File: config.mk
export PLATFORM = sky130hd
export DESIGN_NAME = record_header_and_recurrence_check_top
export DESIGN_NICKNAME = d
export VERILOG_FILES = /design/src/rtl/rhrc_pkg.sv /design/src/rtl/rhrc_term.sv /design/src/rtl/record_header_and_recurrence_check_top.sv
export SDC_FILE = /design/constraint.sdc
export NUM_CORES = 1
export LEC_CHECK = 0
export ABC_AREA = 1
export BUFFER_PORTS_ARGS = -buffer_cell sky130_fd_sc_hd__buf_2
export CORE_ASPECT_RATIO = 0.7
export CORE_MARGIN = 1
export CORE_UTILIZATION = 55
export DETAILED_ROUTE_END_ITERATION = 10
export GPL_ROUTABILITY_DRIVEN = 0
export PLACE_DENSITY = 0.71
export SLEW_MARGIN = 20
export SYNTH_ARGS = -nofsm -noshare
export SYNTH_HDL_FRONTEND = slang
export SYNTH_HIERARCHICAL = 1
export SYNTH_SLANG_ARGS = --single-unit
File: constraint.sdc
create_clock -name clk -period 18.33 [get_ports clk]
set_input_delay 0.9165 -clock clk [delete_from_list [all_inputs] [get_ports clk]]
set_output_delay 0.9165 -clock clk [all_outputs]
set_load 0.02 [all_outputs]
File: src/rtl/rhrc_pkg.sv
package rhrc_pkg;

  // Record layout
  localparam int unsigned IDX_W        = 7;
  localparam int unsigned TERM_W       = 16;
  localparam int unsigned RSUM_W       = 32;
  localparam int unsigned HDR_LEN      = 6;
  localparam logic [IDX_W-1:0] SUM_LAST     = 7'd85;
  localparam logic [IDX_W-1:0] STORED_FIRST = 7'd86;
  localparam logic [IDX_W-1:0] RECORD_LAST  = 7'd89;
  localparam logic [7:0]       SEED_OFFSET  = 8'd7;

  // Result status codes
  typedef enum logic [1:0] {
    ST_PASS     = 2'd0,
    ST_SHORT    = 2'd1,
    ST_HEADER   = 2'd2,
    ST_MISMATCH = 2'd3
  } status_t;

  // Expected header: "ANKH" then load address 0x0100 little-endian
  function automatic logic [7:0] header_byte(input logic [2:0] pos);
    logic [7:0] val;
    unique case (pos)
      3'd0:    val = 8'h41;
      3'd1:    val = 8'h4E;
      3'd2:    val = 8'h4B;
      3'd3:    val = 8'h48;
      3'd4:    val = 8'h00;
      3'd5:    val = 8'h01;
      default: val = 8'h00;
    endcase
    return val;
  endfunction

endpackage

File: src/rtl/rhrc_term.sv
// Next recurrence term:
//   ((b + i*17 mod 256) * newer - (i*31 mod 256) * older) mod 65535,
// with a negative difference wrapping as 64-bit unsigned (2^64 = 1 mod 65535).
module rhrc_term (
  input  logic [7:0]                      data_byte,
  input  logic [rhrc_pkg::IDX_W-1:0]      idx,
  input  logic [rhrc_pkg::TERM_W-1:0]     newer,
  input  logic [rhrc_pkg::TERM_W-1:0]     older,
  output logic [rhrc_pkg::TERM_W-1:0]     term
);

  logic [10:0] mul17;
  logic [11:0] mul31;
  logic [7:0]  alpha;
  logic [7:0]  beta;
  logic [8:0]  coef;
  logic [24:0] prod_a;
  logic [24:0] prod_c;
  logic        a_ge;
  logic [24:0] diff;
  logic [16:0] fold1;
  logic [15:0] fold2;
  logic [15:0] dmod;
  logic [16:0] neg_term;

  // Index-derived coefficients, constant multiplies as shift-add
  assign mul17 = {idx, 4'b0000} + {4'b0000, idx};
  assign mul31 = {idx, 5'b00000} - {5'b00000, idx};
  assign alpha = mul17[7:0];
  assign beta  = mul31[7:0];
  assign coef  = {1'b0, data_byte} + {1'b0, alpha};

  // Two products
  assign prod_a = coef * newer;
  assign prod_c = 25'(beta) * 25'(older);

  // Magnitude of the difference
  assign a_ge = prod_a >= prod_c;
  assign diff = a_ge ? (prod_a - prod_c) : (prod_c - prod_a);

  // End-around fold mod 65535
  assign fold1 = {8'd0, diff[24:16]} + {1'b0, diff[15:0]};
  assign fold2 = {15'd0, fold1[16]} + fold1[15:0];
  assign dmod  = (fold2 == 16'hFFFF) ? 16'd0 : fold2;

  // Negative case: (1 - dmod) mod 65535
  assign neg_term = 17'h10000 - {1'b0, dmod};

  always_comb begin
    if (a_ge) begin
      term = dmod;
    end else if (dmod == 16'd0) begin
      term = 16'd1;
    end else if (dmod == 16'd1) begin
      term = 16'd0;
    end else begin
      term = neg_term[15:0];
    end
  end

endmodule

File: src/rtl/record_header_and_recurrence_check_top.sv
// Channel   | Dir | Word contents (low bit up)                       | Handshake
// in_       | in  | tdata: data_byte[7:0]; tlast: end_of_file        | tvalid/tready
// out_      | out | tdata: status[1:0], computed_sum[17:2], pad     | tvalid/tready
//
// One byte per cycle unless the output stalls. A byte is captured in an input
// register, and from it the header check, term recurrence and status decision run
// in one pass into the output register. Reset (rst_n low, synchronous) clears the
// record state and empties both registers. A stalled output holds its word; the
// input register takes a new byte while it is empty, and then waits for the output.
module record_header_and_recurrence_check_top (
  input  logic        clk,
  input  logic        rst_n,
  input  logic        in_tvalid,
  output logic        in_tready,
  input  logic [7:0]  in_tdata,   // [7:0] data_byte
  input  logic        in_tlast,   // end_of_file
  output logic        out_tvalid,
  input  logic        out_tready,
  output logic [23:0] out_tdata   // [1:0] status, [17:2] computed_sum, [23:18] zero
);

  // Input register
  logic       in_v_r, in_v_nxt;
  logic [7:0] in_byte_r;
  logic       in_eof_r;

  // Record state
  logic [rhrc_pkg::IDX_W-1:0]  byte_index_r, byte_index_nxt;
  logic [rhrc_pkg::TERM_W-1:0] older_r, older_nxt;
  logic [rhrc_pkg::TERM_W-1:0] newer_r, newer_nxt;
  logic                        hdr_good_r, hdr_good_nxt;
  logic [rhrc_pkg::RSUM_W-1:0] rsum_r, rsum_nxt;
  logic                        finished_r, finished_nxt;

  // Output register
  logic                        out_v_r, out_v_nxt;
  rhrc_pkg::status_t           out_status_r, out_status_nxt;
  logic [rhrc_pkg::TERM_W-1:0] out_sum_r, out_sum_nxt;

  logic                        advance;
  logic                        emit;
  logic [rhrc_pkg::TERM_W-1:0] term;
  logic                        hdr_bad;
  logic [1:0]                  rsum_lane;

  // Flow control
  assign advance   = in_v_r && (!out_v_r || out_tready);
  assign in_tready = !in_v_r || advance;

  always_comb begin
    if (in_tvalid && in_tready) begin
      in_v_nxt = 1'b1;
    end else if (advance) begin
      in_v_nxt = 1'b0;
    end else begin
      in_v_nxt = in_v_r;
    end
  end

  always_ff @(posedge clk) begin
    if (in_tvalid && in_tready) begin
      in_byte_r <= in_tdata;
      in_eof_r  <= in_tlast;
    end
  end

  // Recurrence term
  rhrc_term u_term (
    .data_byte (in_byte_r),
    .idx       (byte_index_r),
    .newer     (newer_r),
    .older     (older_r),
    .term      (term)
  );

  assign hdr_bad = (byte_index_r < 7'(rhrc_pkg::HDR_LEN)) &&
                   (in_byte_r != rhrc_pkg::header_byte(byte_index_r[2:0]));
  // bytes 86..89 land in lanes 0..3
  assign rsum_lane = byte_index_r[1:0] - 2'd2;

  // Per-byte update
  always_comb begin
    byte_index_nxt = byte_index_r;
    older_nxt      = older_r;
    newer_nxt      = newer_r;
    hdr_good_nxt   = hdr_good_r;
    rsum_nxt       = rsum_r;
    finished_nxt   = finished_r;
    emit           = 1'b0;
    out_status_nxt = out_status_r;
    out_sum_nxt    = out_sum_r;

    if (advance) begin
      if (!finished_r) begin
        hdr_good_nxt = hdr_good_r && !hdr_bad;

        if (byte_index_r == '0) begin
          older_nxt = 16'd1;
          newer_nxt = {8'd0, in_byte_r} + {8'd0, rhrc_pkg::SEED_OFFSET};
        end else if (byte_index_r <= rhrc_pkg::SUM_LAST) begin
          older_nxt = newer_r;
          newer_nxt = term;
        end else begin
          rsum_nxt = rsum_r | ({24'd0, in_byte_r} << {rsum_lane, 3'b000});
        end

        if (byte_index_r == rhrc_pkg::RECORD_LAST) begin
          emit         = 1'b1;
          finished_nxt = 1'b1;
          out_sum_nxt  = newer_nxt;
          if (!hdr_good_nxt) begin
            out_status_nxt = rhrc_pkg::ST_HEADER;
          end else if (rsum_nxt != {16'd0, newer_nxt}) begin
            out_status_nxt = rhrc_pkg::ST_MISMATCH;
          end else begin
            out_status_nxt = rhrc_pkg::ST_PASS;
          end
        end else begin
          byte_index_nxt = byte_index_r + 7'd1;
          if (in_eof_r) begin
            emit           = 1'b1;
            out_status_nxt = rhrc_pkg::ST_SHORT;
            out_sum_nxt    = newer_nxt;
          end
        end
      end

      // End of file restarts the record
      if (in_eof_r) begin
        byte_index_nxt = '0;
        older_nxt      = 16'd1;
        newer_nxt      = 16'd1;
        hdr_good_nxt   = 1'b1;
        rsum_nxt       = '0;
        finished_nxt   = 1'b0;
      end
    end
  end

  // Output valid
  always_comb begin
    if (advance) begin
      out_v_nxt = emit;
    end else if (out_tready) begin
      out_v_nxt = 1'b0;
    end else begin
      out_v_nxt = out_v_r;
    end
  end

  always_ff @(posedge clk) begin
    if (!rst_n) begin
      in_v_r       <= 1'b0;
      out_v_r      <= 1'b0;
      byte_index_r <= '0;
      older_r      <= 16'd1;
      newer_r      <= 16'd1;
      hdr_good_r   <= 1'b1;
      rsum_r       <= '0;
      finished_r   <= 1'b0;
    end else begin
      in_v_r       <= in_v_nxt;
      out_v_r      <= out_v_nxt;
      byte_index_r <= byte_index_nxt;
      older_r      <= older_nxt;
      newer_r      <= newer_nxt;
      hdr_good_r   <= hdr_good_nxt;
      rsum_r       <= rsum_nxt;
      finished_r   <= finished_nxt;
    end
  end

  // Result payload
  always_ff @(posedge clk) begin
    out_status_r <= out_status_nxt;
    out_sum_r    <= out_sum_nxt;
  end

  assign out_tvalid = out_v_r;
  assign out_tdata  = {6'd0, out_sum_r, out_status_r};

endmodule

==> summary.md <==
| Metric | Value |
|---|---|
| Worst Tran Pin Value | 1.04 ns |
| Placed cells | 3162 |
| Sum Neg Setup Slack | 0 ns |
| Cell family with most CP delay | simple AND/OR/NAND/NOR gates |
| Crit Path Class | flop to flop |
| Minimum clock period | 16.79 ns |
| GRT Overall Usage | 32.5% |
| CP required | 18.42 ns |
| Fin crit share | 91.6% |
| Synth-to-layout area growth | 3.58% |
| Non-Filler Instances | 3178 |
| Die width | 223 um |
| Synth Instances | 2767 |
| Post-synthesis sequential area ratio | 12.3% |
| Clock buffer depth | 2 |
| I/O Buffers | 32 |
| Area of placed instances | 19100 um2 |
| Primary FF master, synth | dfxtp_1 |
| Die Ht | 157 um |
| Max Freq | 0.0596 GHz |
| CP bufs+invs | 13 |
| Post-synth top cells | nand2_1 (667), inv_1 (534), nor2_1 (267) |
| Crit. End Element | flop |
| Clk Latency, worst-skew pair | 0.36 ns |
| Rows | 56 |
| CP Data Arrival Time | 16.88 ns |
| Final hold vios | 0 |
| Max-cap violations | 0 |
| Post-route cell area | 19400 um2 |
| Share of layout cells above drive strength 1 | 5.65% |
| Pin count of the biggest net entering global routing | 43 |
| Syn. warnings | 6 |
| Final setup viols | 0 |
| Post-synth EDFFs | 27 |
| Initial DRC Count | 2381 |
| Post-Route Skew | 0.0123 ns |
| Final WL | 55900 um |
| Seq cells post-synth | 102 |
| # IOs | 39 |
| H-Tree Depth | 3 |
| Leading area contributor after synthesis | fa_1 |
| Main area contributors after synthesis | fa_1 (20%), nand2_1 (13%), ha_1 (11%), inv_1 (11%), dfxtp_1 (8.0%) |
| Most frequent cell after synthesis | nand2_1 |
| CP startpoint kind | flop |
| Dpl hpwl | 45400 um |
| Via Count | 18.1k |
| CTS buffer count | 9 |
| CTS tree | built |
| Starting density of the core | 55.9% |
| Synth async-reset ratio | 0% |
| Crit-path slowest cell | dfxtp_2 |
| Sink Count | 102 |
| Hold WC Path Type | flop to flop |
| Number of antenna violations at the first check in global routing | 0 |
| Total core area | 33600 um2 |
| # Post-CTS Setup Buffers | 0 |
| Post-synth cell types | 60 |
| Routed WL per cell | 17.6 um |
| Avg Synthesized Cell Area | 6.78 um2 |
| Clock slew at the register clock pins of the worst setup and hold paths | 0.08 ns |
| Grt total ovfl | 0 |
| Number of vias per cell | 5.70 |
| Die area | 34900 um2 |
| Slew HR | 30.2% |
| First-pass GRT wire length | 88900 um |
| # DRC | 0 |
| Slowest Stage Delay on Critical Path | 0.54 ns |
| Final #Nets | 3109 |
| 1st-pass router iterations | 8 |
| Most common cell on crit path | nand2_1 |
| Synth top area share | 20.0% |
| Final Max Tran Viols | 0 |
| N_diodes | 0 |
| RSZ-0062 raised after global routing | false |
| Cell Area, Synth | 18800 um2 |
| Crit path max fanout | 41 |
| Post-route antenna net violation count | 0 |
| Status | complete, no violations |
| Root buffer selected by CTS | clkbuf_16 |
| Vias in the first global route | 16.7k |
[worst reg2reg max path, delay by kind of cell, from the launching register on]
kind	cells	cell delay (ns)
and+or+nand+nor	43	5.64
AOI/OAI and AO/OA	18	4.13
adders and majority gates	11	3.74
buffers and inverters	13	1.93
DFF	1	0.54
xor gates and xnor gates	2	0.54
[path summary, 6_finish.rpt]
path	start	endpoint	slack [ns]	depth (start not counted)
worst max register to register	byte_index_r[0]	out_status_r[0]	1.54	87
worst max-delay path	byte_index_r[0]	out_status_r[0]	1.54	87
worst min register to register	rsum_r[6]	rsum_r[6]	0.47	2
worst min-delay path	rsum_r[6]	rsum_r[6]	0.47	2
[cell families after synthesis]
| family | synth area share (%) |
|---|---|
| adder cells (fa/ha/maj) | 31.4 |
| other | 0.0200 |
| XOR/XNOR | 3.55 |
| AND/OR/NAND/NOR | 28.5 |
| flip-flops | 12.3 |
| multiplexers | 0.267 |
| AO/OA/AOI/OAI | 10.7 |
| buffers and inverters | 13.3 |
[layout make-up]
type,instances,area (um2)
fill,3196,14100
multi-input combinational,2037,14000
sequential,102,2310
inverter,553,2080
tap,435,544
clock buffer,10,239
timing repair buffer,35,183
clock inverter,6,73.8
[registers in the layout, summed over array words and instances (netlist names)]
| name | cells |
|---|---|
| newer_r | 16 |
| in_v_r | 1 |
| byte_index_r | 7 |
| finished_r | 1 |
| rsum_r | 32 |
| older_r | 16 |
| out_tvalid | 1 |
| out_status_r | 2 |
| in_byte_r | 8 |
| hdr_good_r | 1 |
| out_sum_r | 16 |
| in_eof_r | 1 |
[cell usage in the layout, fill, tap and decap left out, drive strengths merged, types with 5 or more instances in the layout]
cell	instances
edfxtp	27
or2	12
clkbuf	10
nand3b	23
a21oi	168
o21ai	113
nand3	166
xnor2	15
o21bai	15
nand2	693
o41ai	5
buf	35
inv	554
conb	6
mux2i	5
nand4	34
nor2	287
a211oi	17
xor2	61
a31oi	6
ha	170
dfxtp	75
fa	188
nor3	24
[through the flow]
stage	utilization (%)	setup WS, ns	hold slack [ns]
floorplan	-	4.88	0.432
global placement	57.0	1.97	0.441
detailed placement	57.0	1.44	0.451
CTS	57.9	1.38	0.464
global route	57.9	0.0489	0.478
finish	57.9	1.54	0.466
[layer usage]
layer,global-route usage [%],vias up,part of all wire (%)
met3,4.69,104,11
met4,7.29,0,2.4
met2,48.4,1003,41
met5,0,-,0
li1,-,8530,-
met1,49.4,8478,45
[what timing repair did]
action,4_1_cts,5_1_grt
hold buffers,0,0
resized for setup,0,4
setup endpoints to repair,0,2
Power is not shown: default switching activity piles up to over one toggle a cycle in this logic, so the estimate is an artifact.
